## src/rrss_pkg.sv

```systemverilog
// Shared types and constants for the round-robin slice scheduler.
// No dependencies; every other source file imports this package.
package rrss_pkg;

    localparam int TIME_W   = 24;
    localparam int FIELD_W  = 16;
    localparam int STATUS_W = 3;
    localparam int JOB_W    = 4;
    localparam int REQ_W    = 2;

    localparam logic [TIME_W-1:0] TIME_MAX = {TIME_W{1'b1}};

    // Request codes.
    localparam logic [REQ_W-1:0] REQ_LOAD  = 2'd0;
    localparam logic [REQ_W-1:0] REQ_STEP  = 2'd1;
    localparam logic [REQ_W-1:0] REQ_CLEAR = 2'd2;
    localparam logic [REQ_W-1:0] REQ_NONE  = 2'd3;

    // Result status codes.
    localparam logic [STATUS_W-1:0] STAT_LOADED  = 3'd0;
    localparam logic [STATUS_W-1:0] STAT_SLICE   = 3'd1;
    localparam logic [STATUS_W-1:0] STAT_NOTHING = 3'd2;
    localparam logic [STATUS_W-1:0] STAT_REJECT  = 3'd3;
    localparam logic [STATUS_W-1:0] STAT_CLEARED = 3'd4;

    typedef enum logic [1:0] {
        ALU_ADD_SAT,
        ALU_SUB,
        ALU_MIN
    } alu_op_t;

    typedef struct packed {
        alu_op_t             op;
        logic [TIME_W-1:0]   a;
        logic [TIME_W-1:0]   b;
    } alu_req_t;

    typedef struct packed {
        logic [TIME_W-1:0]   result;
        logic                ge;
    } alu_rsp_t;

    typedef enum logic [3:0] {
        ST_IDLE,
        ST_DECODE,
        ST_ADM,
        ST_ADM_CHK,
        ST_ADM_END,
        ST_POP,
        ST_MIN,
        ST_SUBR,
        ST_ADD,
        ST_TA,
        ST_WT
    } state_t;

    typedef struct packed {
        logic [FIELD_W-1:0]  arrival;
        logic [FIELD_W-1:0]  burst;
        logic [FIELD_W-1:0]  remaining;
    } job_rec_t;

    typedef struct packed {
        logic [STATUS_W-1:0] status;
        logic [JOB_W-1:0]    job_index;
        logic [TIME_W-1:0]   slice_start;
        logic [FIELD_W-1:0]  run_length;
        logic                job_done;
        logic [TIME_W-1:0]   wait_total;
        logic [TIME_W-1:0]   turn_total;
    } result_t;

endpackage

```

## src/rrss_alu.sv

```systemverilog
// Shared 24-bit arithmetic unit: saturating add, clamped subtract, minimum.
// Depends on rrss_pkg for the request and response types.
module rrss_alu (
    input  rrss_pkg::alu_req_t req,
    output rrss_pkg::alu_rsp_t rsp
);
    import rrss_pkg::*;

    logic               sub;
    logic [TIME_W-1:0]  b_in;
    logic [TIME_W:0]    sum;
    logic               carry;

    // One adder; subtraction adds the complement plus one, so the carry out
    // means a >= b.
    assign sub   = (req.op != ALU_ADD_SAT);
    assign b_in  = sub ? ~req.b : req.b;
    assign sum   = {1'b0, req.a} + {1'b0, b_in} + {{TIME_W{1'b0}}, sub};
    assign carry = sum[TIME_W];

    always_comb
    begin
        rsp.ge = sub & carry;
        unique case (req.op)
            ALU_ADD_SAT: rsp.result = carry ? TIME_MAX : sum[TIME_W-1:0];
            ALU_SUB:     rsp.result = carry ? sum[TIME_W-1:0] : '0;
            ALU_MIN:     rsp.result = carry ? req.b : req.a;
            default:     rsp.result = '0;
        endcase
    end

endmodule

```

## src/rrss_seq.sv

```systemverilog
// Sequencer of the scheduler: job table, ready ring and the control that
// drives the shared arithmetic unit. Depends on rrss_pkg.
module rrss_seq #(
    parameter int MAX_PROCS = 16
) (
    input  logic                              clk,
    input  logic                              rst_n,
    input  logic                              start,
    input  logic [rrss_pkg::REQ_W-1:0]        req_type,
    input  logic [rrss_pkg::FIELD_W-1:0]      job_arrival,
    input  logic [rrss_pkg::FIELD_W-1:0]      job_burst,
    input  logic [rrss_pkg::FIELD_W-1:0]      quantum,
    output logic                              busy,
    output rrss_pkg::alu_req_t                alu_req,
    input  rrss_pkg::alu_rsp_t                alu_rsp,
    output logic                              res_valid,
    output rrss_pkg::result_t                 res
);
    import rrss_pkg::*;

    localparam int IDX_W = (MAX_PROCS > 1) ? $clog2(MAX_PROCS) : 1;
    localparam int CNT_W = $clog2(MAX_PROCS + 1);
    localparam int SUM_W = CNT_W + 1;

    state_t              state_reg, state_next;
    logic [REQ_W-1:0]    req_reg, req_next;
    logic [FIELD_W-1:0]  arr_reg, arr_next;
    logic [FIELD_W-1:0]  bur_reg, bur_next;
    logic [CNT_W-1:0]    loaded_reg, loaded_next;
    logic [CNT_W-1:0]    nta_reg, nta_next;
    logic [CNT_W-1:0]    fin_reg, fin_next;
    logic [CNT_W-1:0]    count_reg, count_next;
    logic [IDX_W-1:0]    head_reg, head_next;
    logic [TIME_W-1:0]   cur_reg, cur_next;
    logic [FIELD_W-1:0]  last_arr_reg, last_arr_next;
    logic                phase_reg, phase_next;
    logic [IDX_W-1:0]    job_reg, job_next;
    logic [FIELD_W-1:0]  run_reg, run_next;
    logic [TIME_W-1:0]   start_reg, start_next;
    logic                done_reg, done_next;
    logic [TIME_W-1:0]   ta_reg, ta_next;
    logic [TIME_W-1:0]   wt_reg, wt_next;

    job_rec_t            rec_mem [MAX_PROCS];
    job_rec_t            rec_rd_reg;
    logic                rec_we, rec_re;
    logic [IDX_W-1:0]    rec_waddr, rec_raddr;
    job_rec_t            rec_wdata;

    logic [IDX_W-1:0]    ring_mem [MAX_PROCS];
    logic [IDX_W-1:0]    ring_rd_reg;
    logic                ring_we, ring_re;
    logic [IDX_W-1:0]    ring_wdata;

    logic [SUM_W-1:0]    tail_sum, tail_wrap;
    logic [IDX_W-1:0]    tail_idx;
    logic [IDX_W-1:0]    res_idx;
    logic [FIELD_W-1:0]  q_eff;
    logic                ring_full;

    assign tail_sum  = SUM_W'(head_reg) + SUM_W'(count_reg);
    assign tail_wrap = (tail_sum >= SUM_W'(MAX_PROCS)) ? tail_sum - SUM_W'(MAX_PROCS)
                                                       : tail_sum;
    assign tail_idx  = tail_wrap[IDX_W-1:0];
    assign ring_full = (count_reg >= CNT_W'(MAX_PROCS));
    assign q_eff     = (quantum == '0) ? FIELD_W'(1) : quantum;
    assign busy      = (state_reg != ST_IDLE);

    // Job table and ready ring: one write and one registered read each.
    always_ff @(posedge clk)
    begin
        if (rec_we)
        begin
            rec_mem[rec_waddr] <= rec_wdata;
        end
        if (rec_re)
        begin
            rec_rd_reg <= rec_mem[rec_raddr];
        end
    end

    always_ff @(posedge clk)
    begin
        if (ring_we)
        begin
            ring_mem[tail_idx] <= ring_wdata;
        end
        if (ring_re)
        begin
            ring_rd_reg <= ring_mem[head_reg];
        end
    end

    always_ff @(posedge clk or negedge rst_n)
    begin
        if (!rst_n)
        begin
            state_reg    <= ST_IDLE;
            loaded_reg   <= '0;
            nta_reg      <= '0;
            fin_reg      <= '0;
            count_reg    <= '0;
            head_reg     <= '0;
            cur_reg      <= '0;
            phase_reg    <= 1'b0;
        end
        else
        begin
            state_reg    <= state_next;
            loaded_reg   <= loaded_next;
            nta_reg      <= nta_next;
            fin_reg      <= fin_next;
            count_reg    <= count_next;
            head_reg     <= head_next;
            cur_reg      <= cur_next;
            phase_reg    <= phase_next;
        end
    end

    always_ff @(posedge clk)
    begin
        req_reg      <= req_next;
        arr_reg      <= arr_next;
        bur_reg      <= bur_next;
        last_arr_reg <= last_arr_next;
        job_reg      <= job_next;
        run_reg      <= run_next;
        start_reg    <= start_next;
        done_reg     <= done_next;
        ta_reg       <= ta_next;
        wt_reg       <= wt_next;
    end

    always_comb
    begin
        state_next    = state_reg;
        req_next      = req_reg;
        arr_next      = arr_reg;
        bur_next      = bur_reg;
        loaded_next   = loaded_reg;
        nta_next      = nta_reg;
        fin_next      = fin_reg;
        count_next    = count_reg;
        head_next     = head_reg;
        cur_next      = cur_reg;
        last_arr_next = last_arr_reg;
        phase_next    = phase_reg;
        job_next      = job_reg;
        run_next      = run_reg;
        start_next    = start_reg;
        done_next     = done_reg;
        ta_next       = ta_reg;
        wt_next       = wt_reg;

        rec_we     = 1'b0;
        rec_re     = 1'b0;
        rec_waddr  = loaded_reg[IDX_W-1:0];
        rec_raddr  = nta_reg[IDX_W-1:0];
        rec_wdata  = '{arrival: arr_reg, burst: bur_reg, remaining: bur_reg};
        ring_we    = 1'b0;
        ring_re    = 1'b0;
        ring_wdata = nta_reg[IDX_W-1:0];

        alu_req    = '{op: ALU_SUB, a: cur_reg, b: TIME_W'(rec_rd_reg.arrival)};

        res_valid       = 1'b0;
        res_idx         = '0;
        res.status      = STAT_NOTHING;
        res.slice_start = '0;
        res.run_length  = '0;
        res.job_done    = 1'b0;
        res.wait_total  = '0;
        res.turn_total  = '0;

        unique case (state_reg)
            ST_IDLE:
            begin
                if (start)
                begin
                    req_next   = req_type;
                    arr_next   = job_arrival;
                    bur_next   = job_burst;
                    state_next = ST_DECODE;
                end
            end

            ST_DECODE:
            begin
                state_next = ST_IDLE;
                unique case (req_reg)
                    REQ_LOAD:
                    begin
                        // The adder checks the new arrival against the last one.
                        alu_req   = '{op: ALU_SUB, a: TIME_W'(arr_reg),
                                      b: TIME_W'(last_arr_reg)};
                        res_valid = 1'b1;
                        if ((loaded_reg >= CNT_W'(MAX_PROCS)) ||
                            ((loaded_reg != '0) && !alu_rsp.ge))
                        begin
                            res.status = STAT_REJECT;
                        end
                        else
                        begin
                            rec_we        = 1'b1;
                            last_arr_next = arr_reg;
                            loaded_next   = loaded_reg + 1'b1;
                            res.status    = STAT_LOADED;
                            res_idx       = loaded_reg[IDX_W-1:0];
                        end
                    end
                    REQ_CLEAR:
                    begin
                        loaded_next = '0;
                        nta_next    = '0;
                        fin_next    = '0;
                        count_next  = '0;
                        head_next   = '0;
                        cur_next    = '0;
                        res_valid   = 1'b1;
                        res.status  = STAT_CLEARED;
                    end
                    REQ_STEP:
                    begin
                        if (fin_reg >= loaded_reg)
                        begin
                            res_valid  = 1'b1;
                            res.status = STAT_NOTHING;
                        end
                        else
                        begin
                            phase_next = 1'b0;
                            state_next = ST_ADM;
                        end
                    end
                    default:
                    begin
                        state_next = ST_IDLE;
                    end
                endcase
            end

            ST_ADM:
            begin
                if (nta_reg < loaded_reg)
                begin
                    rec_re     = 1'b1;
                    state_next = ST_ADM_CHK;
                end
                else
                begin
                    state_next = ST_ADM_END;
                end
            end

            ST_ADM_CHK:
            begin
                // ge means the job has arrived; with an empty ring before the
                // slice, time jumps forward to the job's arrival instead.
                if (alu_rsp.ge || (!phase_reg && (count_reg == '0)))
                begin
                    if (!ring_full)
                    begin
                        ring_we    = 1'b1;
                        count_next = count_reg + 1'b1;
                    end
                    nta_next = nta_reg + 1'b1;
                    if (!alu_rsp.ge)
                    begin
                        cur_next = TIME_W'(rec_rd_reg.arrival);
                    end
                    state_next = ST_ADM;
                end
                else
                begin
                    state_next = ST_ADM_END;
                end
            end

            ST_ADM_END:
            begin
                if (!phase_reg)
                begin
                    if (count_reg == '0)
                    begin
                        res_valid  = 1'b1;
                        res.status = STAT_NOTHING;
                        state_next = ST_IDLE;
                    end
                    else
                    begin
                        ring_re    = 1'b1;
                        state_next = ST_POP;
                    end
                end
                else
                begin
                    // Preempted job goes back to the tail after the arrivals.
                    if (!done_reg && !ring_full)
                    begin
                        ring_we    = 1'b1;
                        ring_wdata = job_reg;
                        count_next = count_reg + 1'b1;
                    end
                    res_valid       = 1'b1;
                    res.status      = STAT_SLICE;
                    res_idx         = job_reg;
                    res.slice_start = start_reg;
                    res.run_length  = run_reg;
                    res.job_done    = done_reg;
                    res.wait_total  = wt_reg;
                    res.turn_total  = ta_reg;
                    state_next      = ST_IDLE;
                end
            end

            ST_POP:
            begin
                job_next   = ring_rd_reg;
                head_next  = (head_reg == IDX_W'(MAX_PROCS - 1)) ? '0 : head_reg + 1'b1;
                count_next = count_reg - 1'b1;
                rec_re     = 1'b1;
                rec_raddr  = ring_rd_reg;
                state_next = ST_MIN;
            end

            ST_MIN:
            begin
                alu_req    = '{op: ALU_MIN, a: TIME_W'(rec_rd_reg.remaining),
                               b: TIME_W'(q_eff)};
                run_next   = alu_rsp.result[FIELD_W-1:0];
                state_next = ST_SUBR;
            end

            ST_SUBR:
            begin
                alu_req    = '{op: ALU_SUB, a: TIME_W'(rec_rd_reg.remaining),
                               b: TIME_W'(run_reg)};
                rec_we     = 1'b1;
                rec_waddr  = job_reg;
                rec_wdata  = '{arrival: rec_rd_reg.arrival, burst: rec_rd_reg.burst,
                               remaining: alu_rsp.result[FIELD_W-1:0]};
                done_next  = (alu_rsp.result == '0);
                ta_next    = '0;
                wt_next    = '0;
                state_next = ST_ADD;
            end

            ST_ADD:
            begin
                alu_req    = '{op: ALU_ADD_SAT, a: cur_reg, b: TIME_W'(run_reg)};
                start_next = cur_reg;
                cur_next   = alu_rsp.result;
                if (done_reg)
                begin
                    state_next = ST_TA;
                end
                else
                begin
                    phase_next = 1'b1;
                    state_next = ST_ADM;
                end
            end

            ST_TA:
            begin
                alu_req    = '{op: ALU_SUB, a: cur_reg, b: TIME_W'(rec_rd_reg.arrival)};
                ta_next    = alu_rsp.result;
                state_next = ST_WT;
            end

            ST_WT:
            begin
                alu_req    = '{op: ALU_SUB, a: ta_reg, b: TIME_W'(rec_rd_reg.burst)};
                wt_next    = alu_rsp.result;
                fin_next   = fin_reg + 1'b1;
                phase_next = 1'b1;
                state_next = ST_ADM;
            end

            default:
            begin
                state_next = ST_IDLE;
            end
        endcase

        // The job index port carries the low four bits of the table index.
        res.job_index = JOB_W'(res_idx);
    end

endmodule

```

## src/round_robin_slice_scheduler_core.sv

```systemverilog
// Round-robin slice scheduler, top level; one sequencer drives one shared adder.
// Loads, clears and steps with every job finished give their result from the decode state.
// A step that runs a slice first admits the jobs that have arrived, then runs the
// slice and, when the job completes, works out its turnaround and waiting time.
// Busy blocks the next word while a request runs, an unknown word gives no result, and done
// pulses one cycle. Reset (rst_n low, async) clears jobs, time 0 and quantum 1.
module round_robin_slice_scheduler_core #(
    parameter int MAX_PROCS = 16
) (
    input  logic                              clk,
    input  logic                              rst_n,
    input  logic                              cfg_wr_en,
    input  logic [rrss_pkg::FIELD_W-1:0]      cfg_wr_data,
    input  logic                              start,
    output logic                              busy,
    input  logic [rrss_pkg::REQ_W-1:0]        req_type,
    input  logic [rrss_pkg::FIELD_W-1:0]      job_arrival,
    input  logic [rrss_pkg::FIELD_W-1:0]      job_burst,
    output logic                              done,
    output logic [rrss_pkg::STATUS_W-1:0]     status,
    output logic [rrss_pkg::JOB_W-1:0]        job_index,
    output logic [rrss_pkg::TIME_W-1:0]       slice_start,
    output logic [rrss_pkg::FIELD_W-1:0]      run_length,
    output logic                              job_done,
    output logic [rrss_pkg::TIME_W-1:0]       wait_total,
    output logic [rrss_pkg::TIME_W-1:0]       turn_total
);
    import rrss_pkg::*;

    // The quantum register keeps its value across a clear request; only
    // reset restores it to 1. A quantum of 0 is treated as 1 downstream.
    logic [FIELD_W-1:0] quantum_reg;

    alu_req_t           alu_req;
    alu_rsp_t           alu_rsp;
    logic               res_valid;
    result_t            res;

    logic               done_reg;
    result_t            out_reg;

    always_ff @(posedge clk or negedge rst_n)
    begin
        if (!rst_n)
        begin
            quantum_reg <= FIELD_W'(1);
        end
        else if (cfg_wr_en)
        begin
            quantum_reg <= cfg_wr_data;
        end
    end

    rrss_seq #(
        .MAX_PROCS (MAX_PROCS)
    ) u_seq (
        .clk          (clk),
        .rst_n        (rst_n),
        .start        (start),
        .req_type     (req_type),
        .job_arrival  (job_arrival),
        .job_burst    (job_burst),
        .quantum      (quantum_reg),
        .busy         (busy),
        .alu_req      (alu_req),
        .alu_rsp      (alu_rsp),
        .res_valid    (res_valid),
        .res          (res)
    );

    rrss_alu u_alu (
        .req (alu_req),
        .rsp (alu_rsp)
    );

    // The result word is registered so the ports are glitch free; the strobe
    // lasts exactly one cycle since the sequencer emits at most one word per
    // accepted request and returns to idle after each word.
    always_ff @(posedge clk or negedge rst_n)
    begin
        if (!rst_n)
        begin
            done_reg <= 1'b0;
        end
        else
        begin
            done_reg <= res_valid;
        end
    end

    always_ff @(posedge clk)
    begin
        if (res_valid)
        begin
            out_reg <= res;
        end
    end

    assign done        = done_reg;
    assign status      = out_reg.status;
    assign job_index   = out_reg.job_index;
    assign slice_start = out_reg.slice_start;
    assign run_length  = out_reg.run_length;
    assign job_done    = out_reg.job_done;
    assign wait_total  = out_reg.wait_total;
    assign turn_total  = out_reg.turn_total;

endmodule

```

## config.mk

```make
export PLATFORM = sky130hd
export DESIGN_NAME = round_robin_slice_scheduler_core
export DESIGN_NICKNAME = d
export VERILOG_FILES = /design/src/rrss_pkg.sv /design/src/rrss_alu.sv /design/src/rrss_seq.sv /design/src/round_robin_slice_scheduler_core.sv
export SDC_FILE = /design/constraint.sdc
export NUM_CORES = 2
export LEC_CHECK = 0
export ABC_AREA = 1
export BUFFER_PORTS_ARGS = -buffer_cell sky130_fd_sc_hd__buf_2
export CELL_PAD_IN_SITES_DETAIL_PLACEMENT = 1
export CELL_PAD_IN_SITES_GLOBAL_PLACEMENT = 2
export CORE_ASPECT_RATIO = 0.7
export CORE_UTILIZATION = 36
export DETAILED_ROUTE_END_ITERATION = 8
export GPL_TIMING_DRIVEN = 0
export MAX_ROUTING_LAYER = met4
export PLACE_DENSITY = 0.68
export SKIP_CTS_REPAIR_TIMING = 1
export SLEW_MARGIN = 20
export SYNTH_ARGS = -nofsm -noshare
export SYNTH_HDL_FRONTEND = slang
export SYNTH_SLANG_ARGS = --single-unit
```

## constraint.sdc

```tcl
create_clock -name clk -period 11.15 [get_ports clk]
set_clock_uncertainty 0.2 [all_clocks]
set_input_delay 1.6725 -clock clk [delete_from_list [all_inputs] [get_ports clk]]
set_output_delay 1.6725 -clock clk [all_outputs]
set_load 0.03 [all_outputs]
```

==> impl_metrics.toml <==
[logic_synthesis]
number_of_enable_type_register_cells_in_the_synthesized_netlist = 1123
synth-compound-area-share = 0.126
async_flop_share = 0.0587
dominantRegCellSynth = "edfxtp_1"
synthesis.area_per_instance_sq_um = 12.2
synthXorXnorAreaFrac = 0.00390
syn_nets = 4140
post_synth_fa_ha_maj_area_fraction = 0.0121
mappedNetlistArea_sq_um = 49400
ys_seq_elements = 1193
dominant_combinational_cell_family_by_area_after_synthesis = "compound AO/OA/AOI/OAI gates"
synth_simple_gate_area_frac = 0.100
synth-warning-count = 0
synthCells = 4040
synth.yosys.seq_area_share = 0.718
synthDistinctLibCells = 60
synth.area.mux_share = 0.000684

[floorplanning]
ioPinCount = 152
placement_rows = 113
floorplan.die.height_um = 312
core_area_sq_um = 136000
initial_core_util = 0.363
die_outline_area_sq_um = 139000
dieWidth_um = 445

[layout]
utilization = 0.427
synthToLayoutAreaGrowth_pct = 17.6
fillers = 14300
final_cell_area_sq_um = 58100
drive_above_1_share = 0.117
nNetsFinal = 4489
flip_flop_count_of_the_largest_register_all_copies_and_words_added = 768

[sta]
finalSetupViolCount = 0
report.final.hold_viol_count = 0
grt_setup_unrepaired = "false"
report.final.slew_viol_count = 0
finalCritPeriodShare = 0.795
timing.setup.tns_ns = 0
timing_worst_slew_pin_value_ns = 1.32
period_needed_ns = 8.87
maxClockFrequency_mhz = 113
slew-limit-headroom = 0.108

[place]
postPlaceCellArea_sq_um = 54300
globalplace.congestion = 0.971
port_buffers = 150
detailedPlacementHpwl_mm = 144

[clocking]
tritoncts = "built"
cts.root.buffer_cell = "clkbuf_16"
clkLatencyLatePin_ns = 0.76
clkSinkCount = 1193
max-clock-path-buffers = 3
tritoncts_buffer_count = 115
cts.clk_slew.worst_paths_ns = 0.07
htree_num_levels = 3

[min_path]
path_category_of_the_worst_min_delay_check = "reg2reg"

[power_and_ir_drop]
leakage_nw = 20.5
powerDensity_nw_per_um2 = 285
worst_ir_drop_vdd_mv = 0.182
report.power.total_w = 0.0165

[routing]
drcViolationCount = 0
detailedRoute.firstIterationViolations = 4780
drt_pre_antenna_iters = 5
antenna_violating_nets_post_route = 0
route.vias.total = 36100
routed_wl_mm = 197
post_drt_wl_per_cell_um = 31.1
post_drt_via_cell_ratio = 5.71

[global_route]
gr-usage-all-layers = 0.289
grt_first_pass_wirelength_mm = 274
overflow_after_grt = 0
largest_net_degree_at_the_start_of_global_routing = 49
grt_pass1_vias = 35300
antenna_found_initial = 10

[status]
outcome = "finished, final reports clean"

[job]
max_cap_viol_count = 0

[critical_path]
worst_setup_path_start_kind = "flop"
worst-path-buf-inv = 9
max_stage_delay_ns = 0.70
critPathTopFamily = "simple AND/OR/NAND/NOR gates"
worstSetupEndpointType = "flop"
timing_worst_setup_path_type = "reg2reg"
cpMaxStageDelayCell = "a22oi_1"
critPathArrivalTime_ns = 9.11
path_max_fanout = 18
worst_path_most_repeated_cell = "nand2_1"
required_ns = 11.39
-- layout make-up --
class	instances	area [sq um]	share of cell area
plain buffers	225	891	0.0153
clock inverters	72	657	0.0113
well taps	1840	2300	0.0396
diodes	2	5.00	0.0000862
multi-input cells	2347	12300	0.211
flip-flops and latches	1193	35500	0.611
repair buffers	232	2380	0.0410
inverters	275	1030	0.0178
clock buffers	147	3060	0.0527
-- cell usage after synthesis, drive strengths merged (69+ instances only) --
cell	instances	share of area
o221ai	139	0.025
nor2	672	0.051
edfxtp	1123	0.68
a21oi	89	0.0092
o211ai	86	0.013
nand2	435	0.034
o22ai	91	0.012
clkbuf	198	0.015
o21ai	578	0.059
nand3	101	0.011
inv	269	0.020
dfrtp	69	0.035
-- report_power, final --
| part | internal (W) | leakage [nW] | total [W] | switching, W |
|---|---|---|---|---|
| Clock | 0.00215 | 1.79 | 0.00397 | 0.00181 |
| Sequential | 0.00570 | 11.0 | 0.00594 | 0.000244 |
| Combinational | 0.00144 | 7.73 | 0.00664 | 0.00520 |
| Total | 0.00929 | 20.5 | 0.0165 | 0.00726 |
-- final timing paths --
check                                              to  slack (ns)               start  cells past startpoint
worst max register to register  u_seq.rec_mem[11][12]        2.28  u_seq.state_reg[1]                     29
max in group asynchronous           u_seq.cur_reg[21]        9.44               rst_n                      2
worst max-delay path            u_seq.rec_mem[11][12]        2.28  u_seq.state_reg[1]                     29
min in group asynchronous                        done        0.67               rst_n                      1
worst min-delay path              u_seq.start_reg[20]        0.24   u_seq.cur_reg[20]                      0
worst min register to register    u_seq.start_reg[20]        0.24   u_seq.cur_reg[20]                      0
-- cell usage in the layout, fill, tap and decap left out, types with 15 or more instances in the layout --
cell type	netlist	final
o221ai_1	139	139
buf_2	15	164
edfxtp_1	1123	1123
clkinv_1	6	32
buf_12	0	29
nand3_1	95	95
dfrtp_1	69	69
o22ai_1	91	87
clkbuf_1	198	217
inv_1	253	253
nand2_1	421	419
o21ai_0	568	537
buf_4	5	15
nor2_4	0	18
nor2_1	666	648
inv_2	15	15
o211ai_1	86	86
ha_1	43	43
buf_16	0	29
xor2_1	18	18
clkbuf_16	0	115
o21ai_1	9	17
clkinv_2	0	20
a21oi_1	88	88
o21ai_2	1	22
-- kinds of logic (layout without fill, tap and decap cells) --
| kind of cell | count (synthesis) | in the layout |
|---|---|---|
| flops | 1193 | 1193 |
| other cells | 0 | 2 |
| compound gates | 1038 | 1038 |
| buf+inv | 500 | 951 |
| simple gates | 1238 | 1238 |
| xor+xnor | 22 | 22 |
| fa+ha+maj | 46 | 46 |
| mux | 3 | 3 |
-- stage by stage --
stage                     setup slack [ns]  std cells  hold WS, ns
after global placement               -2.57       6030        0.235
final                                 2.28       6333        0.243
after floorplan                       2.16       4040        0.225
after detailed placement              2.70       6112        0.233
after global routing                  2.04       6331        0.274
after CTS                             2.66       6331        0.249
-- metal layers --
metal | track usage | wire length [um] | vias to the layer above
met3 | 0.0739 | 20000 | 234
met5 | - | 0 | -
li1 | - | - | 15400
met4 | 0.0605 | 4150 | 0
met1 | 0.444 | 94600 | 18800
met2 | 0.376 | 78400 | 1714
(Power assumes the default switching activity.)
